File: config.mk
export PLATFORM = sky130hd
export DESIGN_NAME = kahn_topological_sort
export DESIGN_NICKNAME = d
export VERILOG_FILES = /design/src/sv/kts_pkg.sv /design/src/sv/kahn_topological_sort.sv /design/src/sv/kts_ctrl.sv /design/src/sv/kts_datapath.sv
export SDC_FILE = /design/constraint.sdc
export NUM_CORES = 1
export LEC_CHECK = 0
export BUFFER_PORTS_ARGS = -buffer_cell sky130_fd_sc_hd__buf_2
export CORE_ASPECT_RATIO = 1.4
export CORE_MARGIN = 2
export CORE_UTILIZATION = 35
export DETAILED_ROUTE_END_ITERATION = 12
export PLACE_DENSITY = 0.49
export SLEW_MARGIN = 25
export SYNTH_ARGS = -nofsm -noshare
export SYNTH_HDL_FRONTEND = slang
export SYNTH_HIERARCHICAL = 1
export SYNTH_SLANG_ARGS = --single-unit
File: constraint.sdc
create_clock -name clock -period 6.1 [get_ports clock]
set_input_delay 1.525 -clock clock [delete_from_list [all_inputs] [get_ports clock]]
set_output_delay 1.525 -clock clock [all_outputs]
set_load 0.005 [all_outputs]
File: src/sv/kts_pkg.sv
// constants and controller/datapath interface types of the topological sorter
// no dependencies
package kts_pkg;

   localparam int MAX_NODES = 16;
   localparam int NODE_W    = 4;
   localparam int CNT_W     = 5;
   localparam int DEG_W     = 5;
   localparam int NODE_COUNT_RESET = 16;

   typedef struct packed {
      logic load;
      logic pick;
      logic emit;
   } cmd_type;

   typedef struct packed {
      logic run_start;
      logic run_end;
      logic out_free;
   } status_type;

endpackage

File: src/sv/kahn_topological_sort.sv
// Kahn topological sorter of a directed graph of up to 16 nodes. Adjacency rows
// stream in one transaction per cycle; rows whose index is not below the node count
// are dropped. The row that completes the graph starts the sort, and req_tready stays
// low until the run ends. Each result passes two steps (a priority pick over the ready
// nodes, then the in-degree update of the picked node's successors with the result
// register load, which waits while the result side stalls). A graph with a cycle ends
// in one result flagged in tuser. The last result may still wait on the result side
// while the next graph loads.
// depends on kts_pkg, kts_ctrl, kts_datapath
module kahn_topological_sort
   import kts_pkg::*;
(
   input  logic        clock,
   input  logic        reset,
   input  logic        csr_we,
   input  logic [4:0]  csr_wdata,   // node_count
   input  logic        req_tvalid,
   output logic        req_tready,
   input  logic [23:0] req_tdata,   // row_index[3:0], row_bits[19:4], zero pad
   output logic        rsp_tvalid,
   input  logic        rsp_tready,
   output logic [7:0]  rsp_tdata,   // node[3:0], zero pad
   output logic        rsp_tlast,
   output logic        rsp_tuser    // cycle_found
);

   cmd_type    cmd;
   status_type status;

   kts_ctrl u_ctrl (
      .clock      (clock),
      .reset      (reset),
      .req_tvalid (req_tvalid),
      .req_tready (req_tready),
      .status     (status),
      .cmd        (cmd)
   );

   kts_datapath u_datapath (
      .clock      (clock),
      .reset      (reset),
      .csr_we     (csr_we),
      .csr_wdata  (csr_wdata),
      .req_tdata  (req_tdata),
      .cmd        (cmd),
      .status     (status),
      .rsp_tvalid (rsp_tvalid),
      .rsp_tready (rsp_tready),
      .rsp_tdata  (rsp_tdata),
      .rsp_tlast  (rsp_tlast),
      .rsp_tuser  (rsp_tuser)
   );

endmodule

File: src/sv/kts_ctrl.sv
// controller state machine of the topological sorter: load, pick, emit
// depends on kts_pkg
module kts_ctrl
   import kts_pkg::*;
(
   input  logic       clock,
   input  logic       reset,
   input  logic       req_tvalid,
   output logic       req_tready,
   input  status_type status,
   output cmd_type    cmd
);

   typedef enum logic [2:0] {
      ST_LOAD = 3'b001,
      ST_PICK = 3'b010,
      ST_EMIT = 3'b100
   } state_type;

   state_type state_ff, state_in;

   always_comb begin
      state_in   = state_ff;
      cmd        = '0;
      req_tready = 1'b0;
      unique case (state_ff)
         ST_LOAD: begin
            req_tready = 1'b1;
            cmd.load   = req_tvalid;
            if (req_tvalid && status.run_start) begin
               state_in = ST_PICK;
            end
         end
         ST_PICK: begin
            cmd.pick = 1'b1;
            state_in = ST_EMIT;
         end
         ST_EMIT: begin
            if (status.out_free) begin
               cmd.emit = 1'b1;
               state_in = status.run_end ? ST_LOAD : ST_PICK;
            end
         end
         default: begin
            state_in = ST_LOAD;
         end
      endcase
   end

   always_ff @(posedge clock) begin
      if (reset) begin
         state_ff <= ST_LOAD;
      end else begin
         state_ff <= state_in;
      end
   end

endmodule

File: src/sv/kts_datapath.sv
// datapath of the topological sorter: rows, in-degrees, removed mask, pick, result register
// depends on kts_pkg
module kts_datapath
   import kts_pkg::*;
(
   input  logic             clock,
   input  logic             reset,
   input  logic             csr_we,
   input  logic [CNT_W-1:0] csr_wdata,
   input  logic [23:0]      req_tdata,
   input  cmd_type          cmd,
   output status_type       status,
   output logic             rsp_tvalid,
   input  logic             rsp_tready,
   output logic [7:0]       rsp_tdata,
   output logic             rsp_tlast,
   output logic             rsp_tuser
);

   logic [CNT_W-1:0]     node_count_ff;
   logic [MAX_NODES-1:0] adj_ff [MAX_NODES];
   logic [DEG_W-1:0]     deg_ff [MAX_NODES];
   logic [DEG_W-1:0]     deg_in [MAX_NODES];
   logic [MAX_NODES-1:0] removed_ff, removed_in;
   logic [CNT_W-1:0]     rows_ff, rows_in;
   logic [CNT_W-1:0]     step_ff, step_in;
   logic [NODE_W-1:0]    pick_ff;
   logic                 found_ff;
   logic                 rsp_valid_ff, rsp_valid_in;
   logic [NODE_W-1:0]    rsp_node_ff;
   logic                 rsp_last_ff;
   logic                 rsp_cyc_ff;

   logic [CNT_W-1:0]     n_eff;
   logic [MAX_NODES-1:0] active_mask;
   logic [NODE_W-1:0]    row_idx;
   logic [MAX_NODES-1:0] row_bits;
   logic                 row_ok;
   logic [CNT_W-1:0]     rows_next;
   logic [MAX_NODES-1:0] cand;
   logic [NODE_W-1:0]    pick_sel;
   logic [MAX_NODES-1:0] pick_row;
   logic                 run_end;

   always_comb begin
      if (node_count_ff == '0) begin
         n_eff = CNT_W'(1);
      end else if (node_count_ff > CNT_W'(MAX_NODES)) begin
         n_eff = CNT_W'(MAX_NODES);
      end else begin
         n_eff = node_count_ff;
      end
      for (int j = 0; j < MAX_NODES; j++) begin
         active_mask[j] = (CNT_W'(j) < n_eff);
      end
   end

   assign row_idx   = req_tdata[NODE_W-1:0];
   assign row_bits  = req_tdata[NODE_W +: MAX_NODES] & active_mask;
   assign row_ok    = {1'b0, row_idx} < n_eff;
   assign rows_next = rows_ff + CNT_W'(1);

   // ready nodes and lowest-index pick
   always_comb begin
      pick_sel = '0;
      for (int j = 0; j < MAX_NODES; j++) begin
         cand[j] = (deg_ff[j] == '0) && !removed_ff[j] && active_mask[j];
      end
      for (int j = MAX_NODES - 1; j >= 0; j--) begin
         if (cand[j]) begin
            pick_sel = NODE_W'(j);
         end
      end
   end

   assign pick_row = adj_ff[pick_ff];
   assign run_end  = !found_ff || (step_ff + CNT_W'(1) == n_eff);

   assign status.run_start = row_ok && (rows_next >= n_eff);
   assign status.run_end   = run_end;
   assign status.out_free  = !rsp_valid_ff || rsp_tready;

   always_comb begin
      deg_in       = deg_ff;
      removed_in   = removed_ff;
      rows_in      = rows_ff;
      step_in      = step_ff;
      rsp_valid_in = rsp_valid_ff && !rsp_tready;
      if (cmd.load && row_ok) begin
         rows_in = rows_next;
         for (int j = 0; j < MAX_NODES; j++) begin
            if (row_bits[j] && deg_ff[j] != '1) begin
               deg_in[j] = deg_ff[j] + DEG_W'(1);
            end
         end
      end
      if (cmd.emit) begin
         rsp_valid_in = 1'b1;
         if (found_ff) begin
            removed_in[pick_ff] = 1'b1;
            step_in = step_ff + CNT_W'(1);
            for (int j = 0; j < MAX_NODES; j++) begin
               if (pick_row[j] && deg_ff[j] != '0) begin
                  deg_in[j] = deg_ff[j] - DEG_W'(1);
               end
            end
         end
         if (run_end) begin
            for (int j = 0; j < MAX_NODES; j++) begin
               deg_in[j] = '0;
            end
            removed_in = '0;
            rows_in    = '0;
            step_in    = '0;
         end
      end
   end

   always_ff @(posedge clock) begin
      if (reset) begin
         node_count_ff <= CNT_W'(NODE_COUNT_RESET);
         removed_ff    <= '0;
         rows_ff       <= '0;
         step_ff       <= '0;
         rsp_valid_ff  <= 1'b0;
         for (int j = 0; j < MAX_NODES; j++) begin
            deg_ff[j] <= '0;
         end
      end else begin
         if (csr_we) begin
            node_count_ff <= csr_wdata;
         end
         removed_ff   <= removed_in;
         rows_ff      <= rows_in;
         step_ff      <= step_in;
         rsp_valid_ff <= rsp_valid_in;
         deg_ff       <= deg_in;
      end
   end

   // payload registers
   always_ff @(posedge clock) begin
      if (cmd.load && row_ok) begin
         adj_ff[row_idx] <= row_bits;
      end
      if (cmd.pick) begin
         pick_ff  <= pick_sel;
         found_ff <= |cand;
      end
      if (cmd.emit) begin
         rsp_node_ff <= found_ff ? pick_ff : '0;
         rsp_last_ff <= run_end;
         rsp_cyc_ff  <= !found_ff;
      end
   end

   assign rsp_tvalid = rsp_valid_ff;
   assign rsp_tdata  = {{(8 - NODE_W){1'b0}}, rsp_node_ff};
   assign rsp_tlast  = rsp_last_ff;
   assign rsp_tuser  = rsp_cyc_ff;

endmodule

==> results.txt, run 1 <==
The top flip-flop cell by instance count after synthesis is edfxtp_1. The number of instances in the synthesized netlist came out at 1559. The routed wire length is 50.6 mm. The number of buffers added on ports is 37. Among all cell types in the netlist, the one instantiated most often is edfxtp_1.

The initial antenna violation count came to 0. The final design utilization is 39.9%. In this run the worst setup path terminates at u_datapath/adj_ff[0][2].

Clock latency on the worst-skew pair, taken at its later pin, is 560 ps. The number of global-route vias before repair came out at 12.7k. The worst clock skew on the final layout came out at 19.0 ps. The static leakage came out at 7.40 nW. CTS built an H-tree with a depth of 2. The final layout contains 1689 nets. The congestion estimate from routability-driven global placement came to 0.884. In this run the remaining antenna-violating nets after routing total 0. By area the synthesized netlist is led by edfxtp_1 42%, dfxtp_1 12%, mux4_2 5.3%, ha_1 3.7%, nor2_1 2.5%. The required time of the worst setup path is 6340 ps. The die area came out at 0.0558 mm^2. In the final routed layout, each cell accounts on average for 21.6 um. The number of buffer and inverter instances along the worst setup path came out at 3. The site row count is 100. The die is 200 um wide. The clock tree root driver cell is clkbuf_16. Cells with a size suffix above 1 make up 16.3% of the layout. The peak supply drop is 162 uV.

Of the post-synthesis cell area, the dominant cell type holds 42.5%. The synthesis-to-layout area growth came out at 12.5%. The synthesized area divided by synthesized cell count is 12.1 um^2.

The final count of negative-setup-slack endpoints is 0. The global-route wire length before repair is 77.4 mm. The number of buffers added by the clock tree synthesis step is 40. The die height is 279 um.

For this run, the number of Yosys warnings is 6. The relative slew slack is 30.2%. The netlist area before placement came out at 0.0189 mm^2. The run finished with clean final reports. The slack of the critical path is 2160 ps. The worst-margin pin slew came out at 1040 ps. The number of library cell types mapped by synthesis came out at 81. The maximum frequency from static timing analysis is 254 MHz. The share of flip-flops with an asynchronous set or reset after synthesis came out at 0%.

Walking the worst path, the cells encountered are buf_2 > ha_1 > nor2_1 > maj3_1 > a211oi_4 > buf_4 > nor2b_1 > nand3_1 > nor3_2 > buf_4. Entering global routing, the biggest net connects 55 pins. The slowest stage of the critical path belongs to the cell nor2b_1.

TritonCTS built the clock tree. The iteration-0 DRC count of the detailed router came out at 774. After clock tree synthesis, the setup repair step added 0 buffers.

The post-synthesis sequential element count is 382. The detailed placer's ending HPWL is 34.3 mm. For this run, the number of standard cells in the final layout without fillers is 2346. The total number of clock tree sinks came out at 382. In this run the critical register-to-register path is captured at u_datapath/adj_ff[0][2].

The power per standard cell area came out at 305 mW/mm^2. The kind of critical path is in -> reg. The library cell appearing most often on the critical path is buf_4. The slack of the worst reg-to-reg path is 2180 ps. Clock-pin slew was measured on the worst setup and hold paths at 60 ps. Of the synthesized area, sequential elements account for 54.7%. In this run the worst setup path begins at req_tdata[2]. The maximum clock path buffer count is 3. By count the netlist is led by 267 x edfxtp_1, 125 x nor2_1, 115 x dfxtp_1, 111 x nand2_1, 90 x a21oi_1.

STA classifies the critical path endpoint as a register. The placeable core area came out at 0.0532 mm^2. The final worst-path cycle share came out at 64.6%. Hold repair after CTS inserted 0 buffers. The kind of cell with the highest combined delay along the critical path is simple AND/OR/NAND/NOR gates. The worst setup path is launched from an input port.

Max-cap violations in this run came to 0. Summed over all layers, the global routing overflow is 0. The number of logic stages on the critical path including buffering came out at 10. The minimum clock period after layout came out at 3940 ps. The number of cells after detailed placement is 2271. Setup repair after global routing left no endpoint under its margin. The total vias in the final route is 12.7k. The post-cts gate resize count is 0.

Along the worst path, the maximum fanout reaches 13. The data arrival time of the critical path came out at 4180 ps. Of all cell types, the one taking the most synthesized area is edfxtp_1.

The total routing resource utilization after global routing came out at 18.2%. The reg-to-reg critical path startpoint is u_datapath/node_count_ff[4]. 46 I/O pins were placed. The detailed-route vias per instance is 5.40. The peak per-stage delay on the critical path is 550 ps. The number of remaining DRC errors is 0. The iteration count of the initial detailed-routing pass came out at 5. The min-delay analysis places its worst path in the category reg -> reg. The hold violation count in the final report is 0. The length in cells of the worst reg-to-reg path came out at 10. The number of pins with negative max-slew slack in the final report came out at 0. The number of synthesized flops with an enable pin is 267.

Overall power consumption after layout is estimated at 6.47 mW. At the placement stage, the worst setup path has a slack of 1610 ps. Summed over all failing endpoints, the final setup total negative slack is 0 ps.

The initial core utilization came out at 35.5%.
-- cell families after synthesis --
| family | share of synthesized area [%] |
|---|---|
| simple gates | 12.8 |
| flops | 54.7 |
| compound gates | 10.4 |
| buf+inv | 3.68 |
| mux | 11.2 |
| xor+xnor | 3.42 |
| fa+ha+maj | 3.77 |
| other cells | 0.0199 |
-- final cells by class --
class,count,area (um^2)
clock buffer,49,1080
clock inverter,24,201
timing repair buffer,86,557
antenna,2,5.00
inverter,54,205
multi-input combinational,1035,7970
sequential,382,10300
fill,5002,31900
tap,714,893
-- cell usage in the layout, fill, tap and decap left out, drive strengths merged, types with 11 or more instances in the layout --
cell type  Yosys  final
nand4         19     19
a31oi         16     16
xor2          34     34
nand3         30     30
edfxtp       267    267
o32ai         12     12
a21oi         93     93
mux4          61     61
clkinv         4     25
mux2          25     25
o21ai         66     66
inv           50     50
and3          22     22
dfxtp        115    115
nor3          50     50
nor2         125    125
nand2b        16     16
o22ai         30     30
o211ai        12     12
mux2i         39     39
xnor2         37     37
nor3b         11     11
nand2        111    111
clkbuf        56     49
nor2b         17     17
and2          13     13
nand3b        12     12
ha            56     56
buf           35     86
or3           11     11
-- metrics by stage --
stage	cell area (um^2)	hold slack, ps
final	21200	460
after detailed placement	19900	449
after global placement	19900	442
after global routing	21200	478
after floorplan	18900	428
after CTS	21200	461
-- report_power, final --
group / leakage, nW / internal [mW] / total (mW) / switching, mW
clock: 0.627 / 1.35 / 2.39 / 1.04
combinational: 3.42 / 0.427 / 1.10 / 0.673
sequential: 3.35 / 2.88 / 2.98 / 0.0962
-- state kept, by name, summed over array words and instances, names as in the netlist --
register and flops:
u_datapath/step_ff 5, u_datapath/rows_ff 5, u_datapath/node_count_ff 5, u_datapath/found_ff 1, u_datapath/deg_ff 80, u_datapath/pick_ff 4, u_ctrl/state_ff 3, u_datapath/rsp_node_ff 4
u_datapath/adj_ff 256, u_datapath/rsp_tuser 1, u_datapath/rsp_tvalid 1, u_datapath/rsp_tlast 1, u_datapath/removed_ff 16
-- tightest hold or removal path, stage by stage, from the launching register on --
cell and delay (ps):
dfxtp_1 320, a21oi_1 40, nor2_1 70
-- metal layers --
layer | vias to the layer above | wire length (um) | track usage [%] | share of wire (%)
met2 | 250 | 25800 | 33.0 | 51
met3 | 95 | 1820 | 2.08 | 3.6
met5 | - | 0 | 0 | 0
met1 | 6349 | 21000 | 21.8 | 42
li1 | 5977 | - | - | -
met4 | 0 | 1950 | 7.58 | 3.9
-- how the worst min path moves through the flow --
| stage | start | end | slack, ps | depth (start not counted) |
|---|---|---|---|---|
| after floorplan | u_datapath/removed_ff[2] | u_datapath/removed_ff[2] | 430 | 2 |
| after global placement | u_datapath/removed_ff[5] | u_datapath/removed_ff[5] | 440 | 2 |
| after detailed placement | u_datapath/removed_ff[5] | u_datapath/removed_ff[5] | 450 | 2 |
| after CTS | u_datapath/removed_ff[5] | u_datapath/removed_ff[5] | 460 | 2 |
| after global routing | u_datapath/removed_ff[2] | u_datapath/removed_ff[2] | 480 | 2 |
| final | u_datapath/removed_ff[5] | u_datapath/removed_ff[5] | 460 | 2 |
Power figures use the tool's default switching activity.
==> inputs of run 2 (changes only) <==
--- a/config.mk
+++ b/config.mk
@@ -10,7 +10,7 @@
 export CORE_MARGIN = 2
 export CORE_UTILIZATION = 35
 export DETAILED_ROUTE_END_ITERATION = 12
-export PLACE_DENSITY = 0.49
+export PLACE_DENSITY = 0.5
 export SLEW_MARGIN = 25
 export SYNTH_ARGS = -nofsm -noshare
 export SYNTH_HDL_FRONTEND = slang
==> constraint.sdc (replaced) <==
create_clock -name clock -period 3.5 [get_ports clock]
set_input_delay 0.875 -clock clock [delete_from_list [all_inputs] [get_ports clock]]
set_output_delay 0.875 -clock clock [all_outputs]
set_load 0.005 [all_outputs]
==> run 2 against run 1 <==
Compared with the run above:
- critical path depth fell by 2
- clock skew rose by 1.1 ps
- flip-flop and latch count did not move
- register-to-register slack got worse by 1800 ps
- via count rose by 0.43%
- cell count rose by 0.77%
==> results.txt, run 2 (synthesis results as in run 1) <==
The number of max-cap violations came out at 0. The flow ran to the end, and the final reports show no timing, DRC or antenna violations. The most common cell after layout, fill and taps aside is edfxtp_1. The fraction of final layout cells with drive strength greater than 1 came out at 16.5%. The portion of total power attributed to sequential cells is 46.6%. The die height is 279 um. The floorplan step defined a core boundary enclosing 0.0532 mm^2. The filler cells instantiated in the layout total 5003. The register with the most flip-flops in the layout has 256 of them. The signal on the critical path passes through buf_12 > mux4_1 > mux2i_1 > nor2_1 > a31oi_1 > o211ai_1 > o311a_1 > o22ai_1.

In this run switching power makes up 27.9% of total power. The total routing resource utilization after global routing is 17.8%. The slack of the worst reg-to-reg path is 410 ps. For this configuration, the core starts out at a cell density of 35.5%.

Once placement finished, the instance area stood at 0.0203 mm^2. At the end of routability-driven placement, the weighted congestion stood at 0.845. The final net count came out at 1710. Counting flops per register, the top entry is u_datapath/adj_ff.

Across the whole layout, storage elements account for 0.0103 mm^2. The post-route standard cell area excluding fillers is 0.0215 mm^2. The peak per-stage delay on the critical path is 640 ps. The site row count is 100. The residual antenna-violating net count after detailed routing came out at 0. Grouping stages by cell kind, the critical path spends the most delay in multiplexers. The top cell types in the final layout, fill and taps aside, are 267 x edfxtp_1, 115 x dfxtp_1, 114 x nor2_1. The hold violation count in the final report came out at 0. The final worst-path cycle share is 88.2%. The overall die width came out at 200 um. Once the clock tree was built, the resizer swapped 0 gates to a different size. The final layout contains routed wiring with a total length of 49.8 mm. The worst-margin pin slew came out at 835 ps. The iteration-0 DRC count of the detailed router came out at 979. Counting both buffers and inverters, the worst setup path holds a total of 1. The relative slew slack is 43.5%. The H-tree was split into 2 levels. The worst setup path is captured at a register.

The maximum clock path buffer count came out at 3. The total overflow left after global routing is 0. The worst setup path is of the reg -> reg kind. The design internal power came out at 8.00 mW. The final count of negative-setup-slack endpoints is 0.

During I/O placement, the number of pins put on the boundary was 46. The tightest hold margin came out at 458 ps. The clock transition at the registers of the reported paths is 60 ps. The die covers 0.0558 mm^2.

The iteration count of the initial detailed-routing pass is 5. For the worst setup path, the data arrival time is 3560 ps. The peak supply drop is 273 uV.

Entering global routing, the biggest net connects 51 pins. The final route contains 12.7k vias. The number of global-route vias before repair came out at 12.5k.

The required time of the worst setup path came out at 3970 ps. The maximum frequency from static timing analysis is 324 MHz. After detailed routing, the average wire length per cell comes to 21.1 um. The worst setup path is launched from a register. For the worst-skew pair, the clock arrives at the later sink with an insertion delay of 550 ps. The combinational group share of total power came out at 17.6%.

The quantity of hold-fixing buffers added after cts is 0. From synthesis to final layout, the design area changed by 13.9%. The multi-input combinational cell area is 0.00798 mm^2. After detailed routing, the number of remaining DRC violations is 0. Using the TritonRoute via totals, the vias-per-cell ratio works out to 5.38.

The initial antenna violation count came out at 1. TritonCTS built the clock tree. The count of buffers added on input and output ports is 37. The largest registers in the layout are u_datapath/adj_ff x256, u_datapath/deg_ff x80, u_datapath/removed_ff x16. Across the routed clock network, the largest skew measured is 20.1 ps. The path class of the tightest hold or removal check is reg -> reg.

The clock tree root driver cell is clkbuf_16. The static leakage is 7.51 nW. The number of post-CTS setup repair buffers is 0. The number of buffers added by the clock tree synthesis step came out at 40. The detailed placer's ending HPWL is 33.1 mm. On the critical path, the stage with the largest delay is an instance of mux4_1. The total number of clock tree sinks came out at 382. The maximum fanout count along the critical path came out at 50. The first global-routing pass estimated 76.0 mm of wire.

The power per standard cell area came out at 517 mW/mm^2. The reported net switching power came out at 3.10 mW. The minimum clock period after layout is 3090 ps.

The number of pins with negative max-slew slack in the final report came out at 0. The clock network fraction of design power came out at 35.7%. Setup repair after global routing left no endpoint under its margin.
[run 2: cell count changes in the layout (fill, tap and decap cells not counted), sizes merged]
cell	change
buf	+21
clkinv	-7
clkbuf	+6
bufinv	-1
clkinvlp	-1
diode	-1
inv	+1
[run 2: layer usage]
metal  global-route usage [%]  share of wire (%)  up-vias
met4                     4.92                2.2        0
met5                        0                  0        -
met1                     22.2                 43     6403
li1                         -                  -     6007
met2                     32.4                 52      246
met3                     1.87                3.6       69
[run 2: final timing paths]
kind | end | cells after the start | start
hold reg to reg | u_datapath/removed_ff[5] | 2 | u_datapath/removed_ff[5]
setup reg to reg | u_datapath/deg_ff[21] | 8 | u_datapath/pick_ff[0]
setup / recovery | u_datapath/deg_ff[21] | 8 | u_datapath/pick_ff[0]
hold / removal | u_datapath/removed_ff[5] | 2 | u_datapath/removed_ff[5]
[run 2: power groups by stage]
| stage | registers, mW | clock network (mW) | logic [mW] |
|---|---|---|---|
| finish | 5.18 | 3.97 | 1.96 |
| global route | 5.20 | 4.25 | 2.15 |
| CTS | 5.18 | 4.09 | 1.97 |
| detailed placement | 5.27 | 0 | 1.96 |
| global placement | 5.27 | 0 | 1.91 |
| floorplan | 5.23 | 0 | 1.36 |
[run 2: final cells by class]
class	count	area share, %
Antenna cell	1	0.0116
Multi-Input combinational cell	1035	37.1
Clock inverter	16	0.506
Sequential cell	382	48.0
Tap cell	714	4.16
Inverter	54	0.954
Clock buffer	55	4.96
Timing Repair Buffer	107	4.29
[run 2: metrics by stage]
step	worst slack, ps	instances	utilization (%)	TNS, ps	total power [mW]
global route	280	2363	40.4	0	11.6
detailed placement	205	2292	38.2	0	7.23
finish	414	2364	40.4	0	11.1
floorplan	-166	1562	-	-7960	6.59
CTS	499	2363	40.4	0	11.2
global placement	2.43	2292	38.2	0	7.18
[run 2: worst min-delay path, delay by kind of cell, from the launching register on]
family           cells  cell delay [ps]
flip-flops           1              320
AO/OA/AOI/OAI        1               40
AND/OR/NAND/NOR      1               70
==> inputs of run 3 (changes only) <==
--- a/config.mk
+++ b/config.mk
@@ -10,7 +10,7 @@
 export CORE_MARGIN = 2
 export CORE_UTILIZATION = 35
 export DETAILED_ROUTE_END_ITERATION = 12
-export PLACE_DENSITY = 0.5
+export PLACE_DENSITY = 0.57
 export SLEW_MARGIN = 25
 export SYNTH_ARGS = -nofsm -noshare
 export SYNTH_HDL_FRONTEND = slang
==> run 3 against run 2 <==
Compared with the run above:
- critical endpoint is now u_datapath/adj_ff[4][12]
- power rose by 2.5%
- largest cell class unchanged
- sequential power barely moved
- sequential share of layout area fell by 0.34 points
- maximum frequency rose by 1.9%
- clock skew barely moved
- via count rose by 0.96%
- register-to-register slack improved by 60 ps
- critical path depth rose by 3
- clock power rose by 6.0%
==> results.txt, run 3 (synthesis results as in run 1) <==
The routed layout has 12.8k vias. The die height came out at 279 um. At the later pin of the worst-skew pair, clock insertion delay measures 550 ps. The post-cts gate resize count is 0. The number of buffers added by the clock tree synthesis step is 38. The initial antenna violation count came out at 0.

After floorplanning, the core was sized to cover 0.0532 mm^2. The post-route standard cell area excluding fillers came out at 0.0217 mm^2. In the layout the commonest cells are 267 x edfxtp_1, 115 x dfxtp_1, 114 x nor2_1. The smallest clock period supported by the final layout is computed as 3030 ps. The number of global-route vias before repair came out at 12.9k. The routed wire length came out at 48.7 mm. Once placement finished, the instance area stood at 0.0204 mm^2. The clock tree root driver cell is clkbuf_16.

The final cell count without fillers came out at 2375. Of the cells placed in the final design, the portion with a size suffix greater than 1 is 18.0%. The analysis attributes to net switching a power of 3.10 mW. The hold violation count in the final report was 0. The final count of negative-setup-slack endpoints is 0.

IR analysis of the VDD net gives a maximum drop of 351 uV. Setup repair after global routing left no endpoint under its margin. The H-tree depth is 2. The total number of clock tree sinks is 382. The initial core utilization is 35.5%. The final layout contains 1724 nets. Once the clock tree was built, the setup fixing pass inserted 0 buffers. The path class of the tightest hold or removal check is reg -> reg. The detailed router finished its first iteration with 875 violations. The site row count is 100.

The maximum frequency from static timing analysis came out at 330 MHz. From synthesis to final layout, the design area changed by 14.8%. The final worst-path cycle share came out at 86.5%. The clock transition at the registers of the reported paths is 70 ps. The worst setup path is launched from a register.

The residual antenna-violating net count after detailed routing is 0. The design internal power came out at 8.28 mW. The floorplan step set the die width to 200 um.

The die area came out at 0.0558 mm^2. Per report_power, the sequential group accounts for 45.5% of the total. The first global-routing pass estimated 75.1 mm of wire. The share of total power dissipated in combinational logic is 17.5%. STA classifies the critical path endpoint as a register.

In this run the tool buffered the top-level ports with 37 buffer cells. The run finished with clean final reports. The number of cells after detailed placement is 2307. The number of remaining DRC errors is 0.

The largest registers in the layout are u_datapath/adj_ff x256, u_datapath/deg_ff x80, u_datapath/removed_ff x16. The most common cell after layout, fill and taps aside is edfxtp_1. The filler cells instantiated in the layout total 4924. The power per standard cell area is 526 mW/mm^2. The total overflow reported by the global router came out at 0.

The clock network fraction of design power came out at 37.0%. Entering global routing, the biggest net connects 47 pins. The total inserted antenna cells came out at 0. The iteration count of the initial detailed-routing pass is 5.

The data arrival time of the critical path is 3290 ps. The maximum clock path buffer count is 3. Summed over all cells, the static leakage comes to 7.61 nW. The detailed-route vias per instance is 5.41. The register containing the most flip-flops in the final layout is u_datapath/adj_ff. At the pin with the least slew margin, the transition time is 1040 ps. Dividing the detail-routed wire length by the instance count gives 20.5 um.

Of all nets on the critical path, the largest fanout is 12. For the worst setup path, the data required time is 3760 ps. The worst clock skew on the final layout is 19.7 ps. TritonCTS built the clock tree. Net switching is 27.3% of the power. The kind of critical path is reg -> reg. Once detailed placement completed, the half-perimeter wirelength came to 33.3 mm. The flip-flop count of the largest register after layout is 256. The final weighted congestion of routability-driven global placement is 0.852.

Max-cap violations in this run came to 0. The I/O pin count is 46. The relative slew slack is 30.4%.

The quantity of hold-fixing buffers added after cts came out at 0. The total routing resource utilization after global routing came out at 17.3%. The number of pins with negative max-slew slack in the final report came out at 0.
-- run 3: per-layer routing --
layer | global-route usage [%] | vias up | share of wire, %
li1 | - | 6031 | -
met1 | 20.0 | 6428 | 40
met2 | 33.0 | 311 | 53
met3 | 1.80 | 77 | 3.8
met4 | 6.35 | 0 | 3.1
met5 | 0 | - | 0
-- run 3: power by group through the flow --
stage	combinational, mW	clock (mW)	sequential (mW)
6_report	1.99	4.21	5.18
5_1_grt	2.18	4.46	5.20
3_3_place_gp	1.92	0	5.27
4_1_cts	1.99	4.32	5.18
2_1_floorplan	1.36	0	5.23
3_5_place_dp	1.98	0	5.28
-- run 3: area by class of cell --
| type | instances | area (um^2) | share of cell area, % |
|---|---|---|---|
| flip-flops and latches | 382 | 10300 | 47.7 |
| repair buffers | 123 | 947 | 4.37 |
| well taps | 714 | 893 | 4.13 |
| multi-input cells | 1035 | 8020 | 37.1 |
| inverters | 54 | 205 | 0.948 |
| clock inverters | 20 | 249 | 1.15 |
| clock buffers | 47 | 1020 | 4.69 |
-- run 3: final timing paths --
kind	to	cells past startpoint	start	slack, ps
max	u_datapath/adj_ff[4][12]	11	u_datapath/node_count_ff[4]	470
min	u_datapath/removed_ff[2]	2	u_datapath/removed_ff[2]	460
max reg2reg	u_datapath/adj_ff[4][12]	11	u_datapath/node_count_ff[4]	470
min reg2reg	u_datapath/removed_ff[2]	2	u_datapath/removed_ff[2]	460
-- run 3: through the flow --
stage               setup WS [ps]  power, mW  util (%)  TNS [ps]  hold WS (ps)
finish                        473       11.4      40.7         0           462
global route                  248       11.8      40.7         0           487
CTS                           381       11.5      40.7         0           468
detailed placement          -24.5       7.26      38.3      -122           452
global placement            -92.9       7.19      38.2     -1160           441
floorplan                    -166       6.59         -     -7960           428
-- run 3: worst max-delay path: stages (launching register included) --
cell	delay, ps
dfxtp_1	310
nand2b_1	220
ha_1	310
nor2_1	120
maj3_1	220
a211oi_4	60
nor2b_1	120
buf_4	130
nand3_1	70
buf_4	170
nor2_2	710
buf_4	280
